===== src/rtl/gbdec_pkg.sv =====
// Package for the SM83 opcode decoder: result record, operation class codes
// and the single-pass decode function. No dependencies.
`default_nettype none

package gbdec_pkg;

    localparam int unsigned OPC_W   = 8;
    localparam int unsigned CLASS_W = 7;
    localparam int unsigned SEL_W   = 3;
    localparam int unsigned PAIR_W  = 2;
    localparam int unsigned COND_W  = 2;

    // Operation classes, numbered in decoder order
    localparam logic [CLASS_W-1:0] CL_NOP        = 7'd0;
    localparam logic [CLASS_W-1:0] CL_JR_CC      = 7'd4;
    localparam logic [CLASS_W-1:0] CL_LD_RP_NN   = 7'd5;
    localparam logic [CLASS_W-1:0] CL_ADD_HL_RP  = 7'd6;
    localparam logic [CLASS_W-1:0] CL_ST_RP_A    = 7'd7;
    localparam logic [CLASS_W-1:0] CL_ST_HLI_A   = 7'd8;
    localparam logic [CLASS_W-1:0] CL_ST_HLD_A   = 7'd9;
    localparam logic [CLASS_W-1:0] CL_LD_A_RP    = 7'd10;
    localparam logic [CLASS_W-1:0] CL_LD_A_HLI   = 7'd11;
    localparam logic [CLASS_W-1:0] CL_LD_A_HLD   = 7'd12;
    localparam logic [CLASS_W-1:0] CL_INC_RP     = 7'd13;
    localparam logic [CLASS_W-1:0] CL_DEC_RP     = 7'd14;
    localparam logic [CLASS_W-1:0] CL_INC_R      = 7'd15;
    localparam logic [CLASS_W-1:0] CL_DEC_R      = 7'd17;
    localparam logic [CLASS_W-1:0] CL_LD_R_N     = 7'd19;
    localparam logic [CLASS_W-1:0] CL_RLCA       = 7'd21;
    localparam logic [CLASS_W-1:0] CL_HALT       = 7'd29;
    localparam logic [CLASS_W-1:0] CL_LD_R_MHL   = 7'd30;
    localparam logic [CLASS_W-1:0] CL_LD_MHL_R   = 7'd31;
    localparam logic [CLASS_W-1:0] CL_LD_R_R     = 7'd32;
    localparam logic [CLASS_W-1:0] CL_ALU_MEM_N  = 7'd33;
    localparam logic [CLASS_W-1:0] CL_ALU_R      = 7'd34;
    localparam logic [CLASS_W-1:0] CL_RET_CC     = 7'd35;
    localparam logic [CLASS_W-1:0] CL_POP        = 7'd40;
    localparam logic [CLASS_W-1:0] CL_RET        = 7'd41;
    localparam logic [CLASS_W-1:0] CL_JP_CC      = 7'd45;
    localparam logic [CLASS_W-1:0] CL_JP_NN      = 7'd50;
    localparam logic [CLASS_W-1:0] CL_CB_PREFIX  = 7'd51;
    localparam logic [CLASS_W-1:0] CL_DI         = 7'd52;
    localparam logic [CLASS_W-1:0] CL_EI         = 7'd53;
    localparam logic [CLASS_W-1:0] CL_CALL_CC    = 7'd54;
    localparam logic [CLASS_W-1:0] CL_PUSH       = 7'd55;
    localparam logic [CLASS_W-1:0] CL_CALL_NN    = 7'd56;
    localparam logic [CLASS_W-1:0] CL_RST        = 7'd57;
    localparam logic [CLASS_W-1:0] CL_CB_MEM     = 7'd58;
    localparam logic [CLASS_W-1:0] CL_CB_REG     = 7'd62;
    localparam logic [CLASS_W-1:0] CL_UNDEF      = 7'd66;

    localparam logic [SEL_W-1:0] R_MHL = 3'd6;
    localparam logic [SEL_W-1:0] R_A   = 3'd7;

    // Packed so that op_class lands in the lowest bits
    typedef struct packed {
        logic               undefined;
        logic               mem_operand;
        logic [SEL_W-1:0]   bit_index;
        logic [SEL_W-1:0]   sub_op;
        logic [COND_W-1:0]  cond;
        logic [PAIR_W-1:0]  pair_sel;
        logic [SEL_W-1:0]   src_sel;
        logic [SEL_W-1:0]   dst_sel;
        logic [CLASS_W-1:0] op_class;
    } t_dec_result;

    localparam int unsigned RES_W   = $bits(t_dec_result);
    localparam int unsigned TDATA_W = ((RES_W + 7) / 8) * 8;

    function automatic t_dec_result gbdec_decode(
        input logic [OPC_W-1:0] opcode,
        input logic             cb_page
    );
        t_dec_result       d;
        logic [1:0]        x;
        logic [2:0]        y;
        logic [2:0]        z;
        logic [1:0]        p;
        logic              q;
        logic [CLASS_W-1:0] base;
        x = opcode[7:6];
        y = opcode[5:3];
        z = opcode[2:0];
        p = opcode[5:4];
        q = opcode[3];
        d = '0;
        d.op_class = CL_UNDEF;
        base = CL_NOP;

        if (cb_page) begin
            base        = (z == R_MHL) ? CL_CB_MEM : CL_CB_REG;
            d.op_class  = base + CLASS_W'(x);
            d.dst_sel   = z;
            d.src_sel   = z;
            d.mem_operand = (z == R_MHL);
            if (x == 2'd0) begin
                d.sub_op = y;
            end else begin
                d.bit_index = y;
            end
        end else begin
            case (x)
                2'd0: begin
                    case (z)
                        3'd0: begin
                            if (y[2]) begin
                                d.op_class = CL_JR_CC;
                                d.cond     = y[1:0];
                            end else begin
                                d.op_class = CLASS_W'(y);
                            end
                        end
                        3'd1: begin
                            d.op_class = q ? CL_ADD_HL_RP : CL_LD_RP_NN;
                            d.pair_sel = p;
                        end
                        3'd2: begin
                            if (!q) begin
                                d.src_sel = R_A;
                                if (!p[1]) begin
                                    d.op_class = CL_ST_RP_A;
                                    d.pair_sel = p;
                                end else begin
                                    d.op_class    = p[0] ? CL_ST_HLD_A : CL_ST_HLI_A;
                                    d.mem_operand = 1'b1;
                                end
                            end else begin
                                d.dst_sel = R_A;
                                if (!p[1]) begin
                                    d.op_class = CL_LD_A_RP;
                                    d.pair_sel = p;
                                end else begin
                                    d.op_class    = p[0] ? CL_LD_A_HLD : CL_LD_A_HLI;
                                    d.mem_operand = 1'b1;
                                end
                            end
                        end
                        3'd3: begin
                            d.op_class = q ? CL_DEC_RP : CL_INC_RP;
                            d.pair_sel = p;
                        end
                        3'd4, 3'd5, 3'd6: begin
                            base = (z == 3'd4) ? CL_INC_R :
                                   (z == 3'd5) ? CL_DEC_R : CL_LD_R_N;
                            d.dst_sel = y;
                            // (HL) variant sits one above the register form
                            if (y == R_MHL) begin
                                d.op_class    = base + 7'd1;
                                d.mem_operand = 1'b1;
                            end else begin
                                d.op_class = base;
                            end
                        end
                        default: begin
                            d.op_class = CL_RLCA + CLASS_W'(y);
                            d.dst_sel  = R_A;
                            d.sub_op   = y;
                        end
                    endcase
                end
                2'd1: begin
                    if (y == R_MHL && z == R_MHL) begin
                        d.op_class = CL_HALT;
                    end else begin
                        d.dst_sel = y;
                        d.src_sel = z;
                        if (z == R_MHL) begin
                            d.op_class    = CL_LD_R_MHL;
                            d.mem_operand = 1'b1;
                        end else if (y == R_MHL) begin
                            d.op_class    = CL_LD_MHL_R;
                            d.mem_operand = 1'b1;
                        end else begin
                            d.op_class = CL_LD_R_R;
                        end
                    end
                end
                2'd2: begin
                    d.dst_sel = R_A;
                    d.src_sel = z;
                    d.sub_op  = y;
                    if (z == R_MHL) begin
                        d.op_class    = CL_ALU_MEM_N;
                        d.mem_operand = 1'b1;
                    end else begin
                        d.op_class = CL_ALU_R;
                    end
                end
                default: begin
                    case (z)
                        3'd0: begin
                            if (!y[2]) begin
                                d.op_class = CL_RET_CC;
                                d.cond     = y[1:0];
                            end else begin
                                d.op_class = CL_LD_R_R + CLASS_W'(y);
                                if (y == 3'd6) d.dst_sel = R_A;
                                if (y == 3'd4) d.src_sel = R_A;
                            end
                        end
                        3'd1: begin
                            if (!q) begin
                                d.op_class = CL_POP;
                                d.pair_sel = p;
                            end else begin
                                d.op_class = CL_RET + CLASS_W'(p);
                            end
                        end
                        3'd2: begin
                            if (!y[2]) begin
                                d.op_class = CL_JP_CC;
                                d.cond     = y[1:0];
                            end else begin
                                d.op_class = CL_RET + 7'd1 + CLASS_W'(y);
                                if (!y[1]) begin
                                    d.src_sel = R_A;
                                end else begin
                                    d.dst_sel = R_A;
                                end
                            end
                        end
                        3'd3: begin
                            case (y)
                                3'd0:    d.op_class = CL_JP_NN;
                                3'd1:    d.op_class = CL_CB_PREFIX;
                                3'd6:    d.op_class = CL_DI;
                                3'd7:    d.op_class = CL_EI;
                                default: d.undefined = 1'b1;
                            endcase
                        end
                        3'd4: begin
                            if (!y[2]) begin
                                d.op_class = CL_CALL_CC;
                                d.cond     = y[1:0];
                            end else begin
                                d.undefined = 1'b1;
                            end
                        end
                        3'd5: begin
                            if (!q) begin
                                d.op_class = CL_PUSH;
                                d.pair_sel = p;
                            end else if (p == 2'd0) begin
                                d.op_class = CL_CALL_NN;
                            end else begin
                                d.undefined = 1'b1;
                            end
                        end
                        3'd6: begin
                            d.op_class = CL_ALU_MEM_N;
                            d.dst_sel  = R_A;
                            d.sub_op   = y;
                        end
                        default: begin
                            d.op_class = CL_RST;
                            d.sub_op   = y;
                        end
                    endcase
                end
            endcase
        end
        return d;
    endfunction

endpackage

`default_nettype wire


===== src/rtl/gb_cpu_opcode_decoder_top.sv =====
// SM83 opcode decoder top level: decode stage with output register and skid
// register. Depends on gbdec_pkg.
//
// Usage:
//   Slave channel: one opcode byte per item in i_s_tdata, i_s_tuser set when
//   the byte follows a CB prefix. Master channel: one decoded item per input
//   item, fields packed in o_m_tdata (see port comment).
//   Output: each result is registered (output or skid register). Throughput:
//   one item per cycle while the receiver takes items, set by the single
//   decode stage; the decode itself is a shallow table of the opcode bit fields.
//   Stall: when the receiver holds o_m_tready low, the output register keeps
//   its item and one more item is caught in the skid register; o_s_tready
//   drops only while the skid register is full, and the block resumes at
//   full rate as soon as the receiver takes items again.
//   Reset: i_rst_n low (synchronous) empties both registers and holds
//   o_s_tready low; no item is presented and the block is ready as soon as
//   reset is released. There is no other state and no configuration.
`default_nettype none

module gb_cpu_opcode_decoder_top (
    input  wire                              i_clk,
    input  wire                              i_rst_n,
    input  wire                              i_s_tvalid,
    output logic                             o_s_tready,
    input  wire  [gbdec_pkg::OPC_W-1:0]      i_s_tdata,  // [7:0] opcode
    input  wire                              i_s_tuser,  // [0] cb_page
    output logic                             o_m_tvalid,
    input  wire                              i_m_tready,
    // [6:0] op_class, [9:7] dst_sel, [12:10] src_sel, [14:13] pair_sel,
    // [16:15] cond, [19:17] sub_op, [22:20] bit_index, [23] mem_operand,
    // [24] undefined, [31:25] zero
    output logic [gbdec_pkg::TDATA_W-1:0]    o_m_tdata
);
    import gbdec_pkg::*;

    t_dec_result w_dec;
    t_dec_result r_out;
    t_dec_result r_skid;
    logic        r_out_valid;
    logic        r_skid_valid;
    logic        w_accept;
    logic        w_out_free;

    assign w_dec      = gbdec_decode(i_s_tdata, i_s_tuser);
    assign w_accept   = i_s_tvalid && o_s_tready;
    assign w_out_free = !r_out_valid || i_m_tready;

    always_ff @(posedge i_clk) begin
        if (!i_rst_n) begin
            r_out_valid  <= 1'b0;
            r_skid_valid <= 1'b0;
        end else begin
            if (w_out_free) begin
                if (r_skid_valid) begin
                    r_out        <= r_skid;
                    r_out_valid  <= 1'b1;
                    r_skid_valid <= 1'b0;
                end else begin
                    r_out_valid <= w_accept;
                    if (w_accept) r_out <= w_dec;
                end
            end else if (w_accept) begin
                // receiver stalled: park the new item
                r_skid       <= w_dec;
                r_skid_valid <= 1'b1;
            end
        end
    end

    assign o_s_tready = i_rst_n && !r_skid_valid;
    assign o_m_tvalid = r_out_valid;
    assign o_m_tdata  = {{(TDATA_W-RES_W){1'b0}}, r_out};

endmodule

`default_nettype wire

===== config.mk =====
export PLATFORM = sky130hd
export DESIGN_NAME = gb_cpu_opcode_decoder_top
export DESIGN_NICKNAME = d
export VERILOG_FILES = /design/src/rtl/gbdec_pkg.sv /design/src/rtl/gb_cpu_opcode_decoder_top.sv
export SDC_FILE = /design/constraint.sdc
export NUM_CORES = 1
export LEC_CHECK = 0
export ABC_AREA = 1
export BUFFER_PORTS_ARGS = -buffer_cell sky130_fd_sc_hd__buf_2
export CAP_MARGIN = 20
export CELL_PAD_IN_SITES_DETAIL_PLACEMENT = 1
export CELL_PAD_IN_SITES_GLOBAL_PLACEMENT = 2
export CORE_ASPECT_RATIO = 0.9
export CORE_MARGIN = 4
export CORE_UTILIZATION = 36
export DETAILED_ROUTE_END_ITERATION = 8
export GPL_TIMING_DRIVEN = 0
export PLACE_DENSITY_LB_ADDON = 0.08
export SYNTH_ARGS = -nofsm -noshare
export SYNTH_HDL_FRONTEND = slang
export SYNTH_SLANG_ARGS = --single-unit

===== constraint.sdc =====
create_clock -name i_clk -period 6.3 [get_ports i_clk]
set_input_delay 1.575 -clock i_clk [delete_from_list [all_inputs] [get_ports i_clk]]
set_output_delay 1.575 -clock i_clk [all_outputs]
set_load 0.01 [all_outputs]

==> results.cfg <==
[worst_setup_path]
startpoint = i_rst_n
r2r_setup_slack_ns = 4.51
critPathMaxFanout = 3
r2r-end = o_m_tdata[5]
critPathBufInv = 3
reg2reg_depth = 4
cp_slowest_cell = buf_2
worstSetupEndpoint = o_s_tready
setup.worst_path.start_class = input pin
crit_cells = 4
reg2reg_from = r_skid_valid
end_kind = output port
crit_top_cell = buf_2
crit_family = buffers and inverters
crit_chain = buf_2 -> inv_1 -> nor2_1 -> buf_2
cp_data_required_time_ns = 4.72
worst_path_largest_cell_delay_ns = 0.15
arrival_ns = 1.97
path_class = in -> out

[yosys]
muxShareOfSynthArea = 0
yosysMostFrequentCell = nand2_1
yosysWarningCount = 0
seq_area_frac_synth = 0.462
yosys.area.top_type = edfxtp_1
synthSimpleGateAreaFrac = 0.317
synth_fa_ha_area_frac = 0.0487
synthTopCellsByCount = nand2_1, edfxtp_1, nor2_1
netlist_area_um2 = 3340
synth_compound_gate_area_share = 0.0847
synth_top_family_by_area = simple AND/OR/NAND/NOR gates
synth_area_leaders = edfxtp_1, nand2_1, nand3_1, ha_1, nor2_1
synth_edf_count = 50
synthXorXnorAreaFrac = 0
ys.flop_type = edfxtp_1
ys_types = 37
ys_ff_latch = 52
yosys.area.top_type_share = 0.450
synth_cells = 421
async_flop_share = 0
syn_area_per_cell_um2 = 7.93

[sta]
max_freq_mhz = 282
hold_violations = 0
finalSetupTns_ns = 0
min_period_ns = 3.54
post-route-period-util = 0.562
slew_viol_final = 0
rsz0062_at_grt = false
maxSlewHeadroom = 0.584
skew_ns = 0.0123
finalSetupViolCount = 0
worstMarginPinSlew_ns = 0.624

[floorplanning]
ios = 47
die-area_um2 = 10900
die_x_um = 109
initial_utilization = 0.367
core_um2 = 9080
die_h_um = 99.3
fp-row-count = 33

[placement]
gp_congestion = 0.889
port_buffers = 37
dp_hpwl_um = 7920
placed_cells = 590

[pwr]
finalPower_w = 0.000740
ir_worst_vdd_mv = 0.127
leakage_nw = 1.80
p_per_area_nw_per_um2 = 193

[finish]
drive_gt1_frac = 0.189
fin_cells = 598
fill_cells = 1165
area_delta_synth_final_pct = 14.9
final_nets = 501
antennaDiodeCount = 0

[cts]
htreeDepth = 2
clock-sinks = 52
ctsResizeCount = 0
cts_setup_buffers = 0
cts_tree = done
path_clk_slew_ns = 0.09
cts_root_buffer = clkbuf_8
cts_buffers = 5
worstSkewPairLatency_ns = 0.31
cts_hold_buffers = 0
clock_path_buffers = 2

[global_routing]
grt_first_pass_wirelength_um = 16400
grtUsageTotal = 0.197
grt_pass1_vias = 3099
grt_max_degree = 18
antenna_found_initial = 0
overflow = 0

[route]
drc = 0
first_iter_violations = 129
drt_pass1_iterations = 4
postRouteWirelength_um = 10100
vias = 2977
via_per_inst = 4.98
ant_nets = 0
wl_per_cell_um = 16.9

[hold_path]
hold_class = reg -> reg

[flow_run]
drv_cap = 0

[run_status]
outcome = finished clean
==> layer usage <==
metal	share of wire	track usage	wire (um)	vias to the layer above
met5	0	0	0	-
met4	0.012	0.0412	120	0
met3	0.031	0.0305	313	8
met2	0.48	0.326	4810	50
met1	0.48	0.272	4860	1434
li1	-	-	-	1485
==> registers in the layout, indices dropped and copies added, names as in the netlist <==
register	cells
o_m_tvalid	1
o_m_tdata	25
r_skid_valid	1
r_skid	25
==> layout make-up <==
type,count,area [um2],area share
Buffer,21,133,0.0346
Timing Repair Buffer,41,223,0.0581
Clock inverter,3,22.5,0.00587
Clock buffer,5,68.8,0.0179
Multi-Input combinational cell,313,1540,0.401
Inverter,41,156,0.0408
Sequential cell,52,1540,0.402
Tap cell,122,153,0.0398
==> report_power, final <==
group          switching, W  total [W]  internal (W)
combinational     0.0000998   0.000145     0.0000456
sequential       0.00000233   0.000396      0.000394
clock              0.000119   0.000199     0.0000799
total              0.000221   0.000740      0.000519
==> worst register-to-register path, cell delays in order, from the launching register on <==
cell and delay [ns]:
dfxtp_1 0.32, buf_2 0.23, o21ai_0 0.17, nor2_2 0.51
buf_8 0.25
==> cell families (layout without fill, tap and decap cells) <==
kind of cell / Yosys count / count (layout)
buffers and inverters: 62 / 111
AND/OR/NAND/NOR: 246 / 246
other: 1 / 7
adder cells (fa/ha/maj): 13 / 13
flip-flops: 52 / 52
AO/OA/AOI/OAI: 47 / 47
==> placed cells by master (no fill, tap or decap), drive strengths merged, types with 2 or more instances in the layout <==
cell type  netlist  final
nand2          150    150
buf             16     57
edfxtp          50     50
nor2            48     48
inv             39     40
nand3           34     34
o21ai           20     20
a21oi           13     13
ha              13     13
clkbuf           5     10
nand4            8      8
conb             1      7
o211ai           6      6
a31oi            5      5
clkinv           2      4
nor3             2      2
dfxtp            2      2
or2              2      2
==> worst min path at each step <==
stage	startpoint	end	depth (start not counted)
detailed placement	r_skid[7]	o_m_tdata[7]	2
global placement	r_skid[21]	o_m_tdata[21]	2
floorplan	r_skid[0]	o_m_tdata[0]	2
global route	r_skid[16]	o_m_tdata[16]	2
CTS	r_skid[7]	o_m_tdata[7]	2
finish	r_skid[7]	o_m_tdata[7]	2
==> metrics by stage <==
| step | instance area (um2) | setup slack, ns | utilization | hold WS [ns] |
|---|---|---|---|---|
| 2_1_floorplan | 3360 | 1.63 | - | 0.494 |
| 3_3_place_gp | 3700 | 0.243 | 0.407 | 0.500 |
| 3_5_place_dp | 3740 | 2.67 | 0.412 | 0.510 |
| 4_1_cts | 3830 | 2.75 | 0.422 | 0.533 |
| 5_1_grt | 3830 | 2.72 | 0.422 | 0.554 |
| 6_report | 3830 | 2.76 | 0.422 | 0.527 |
Power figures use the tool's default switching activity.
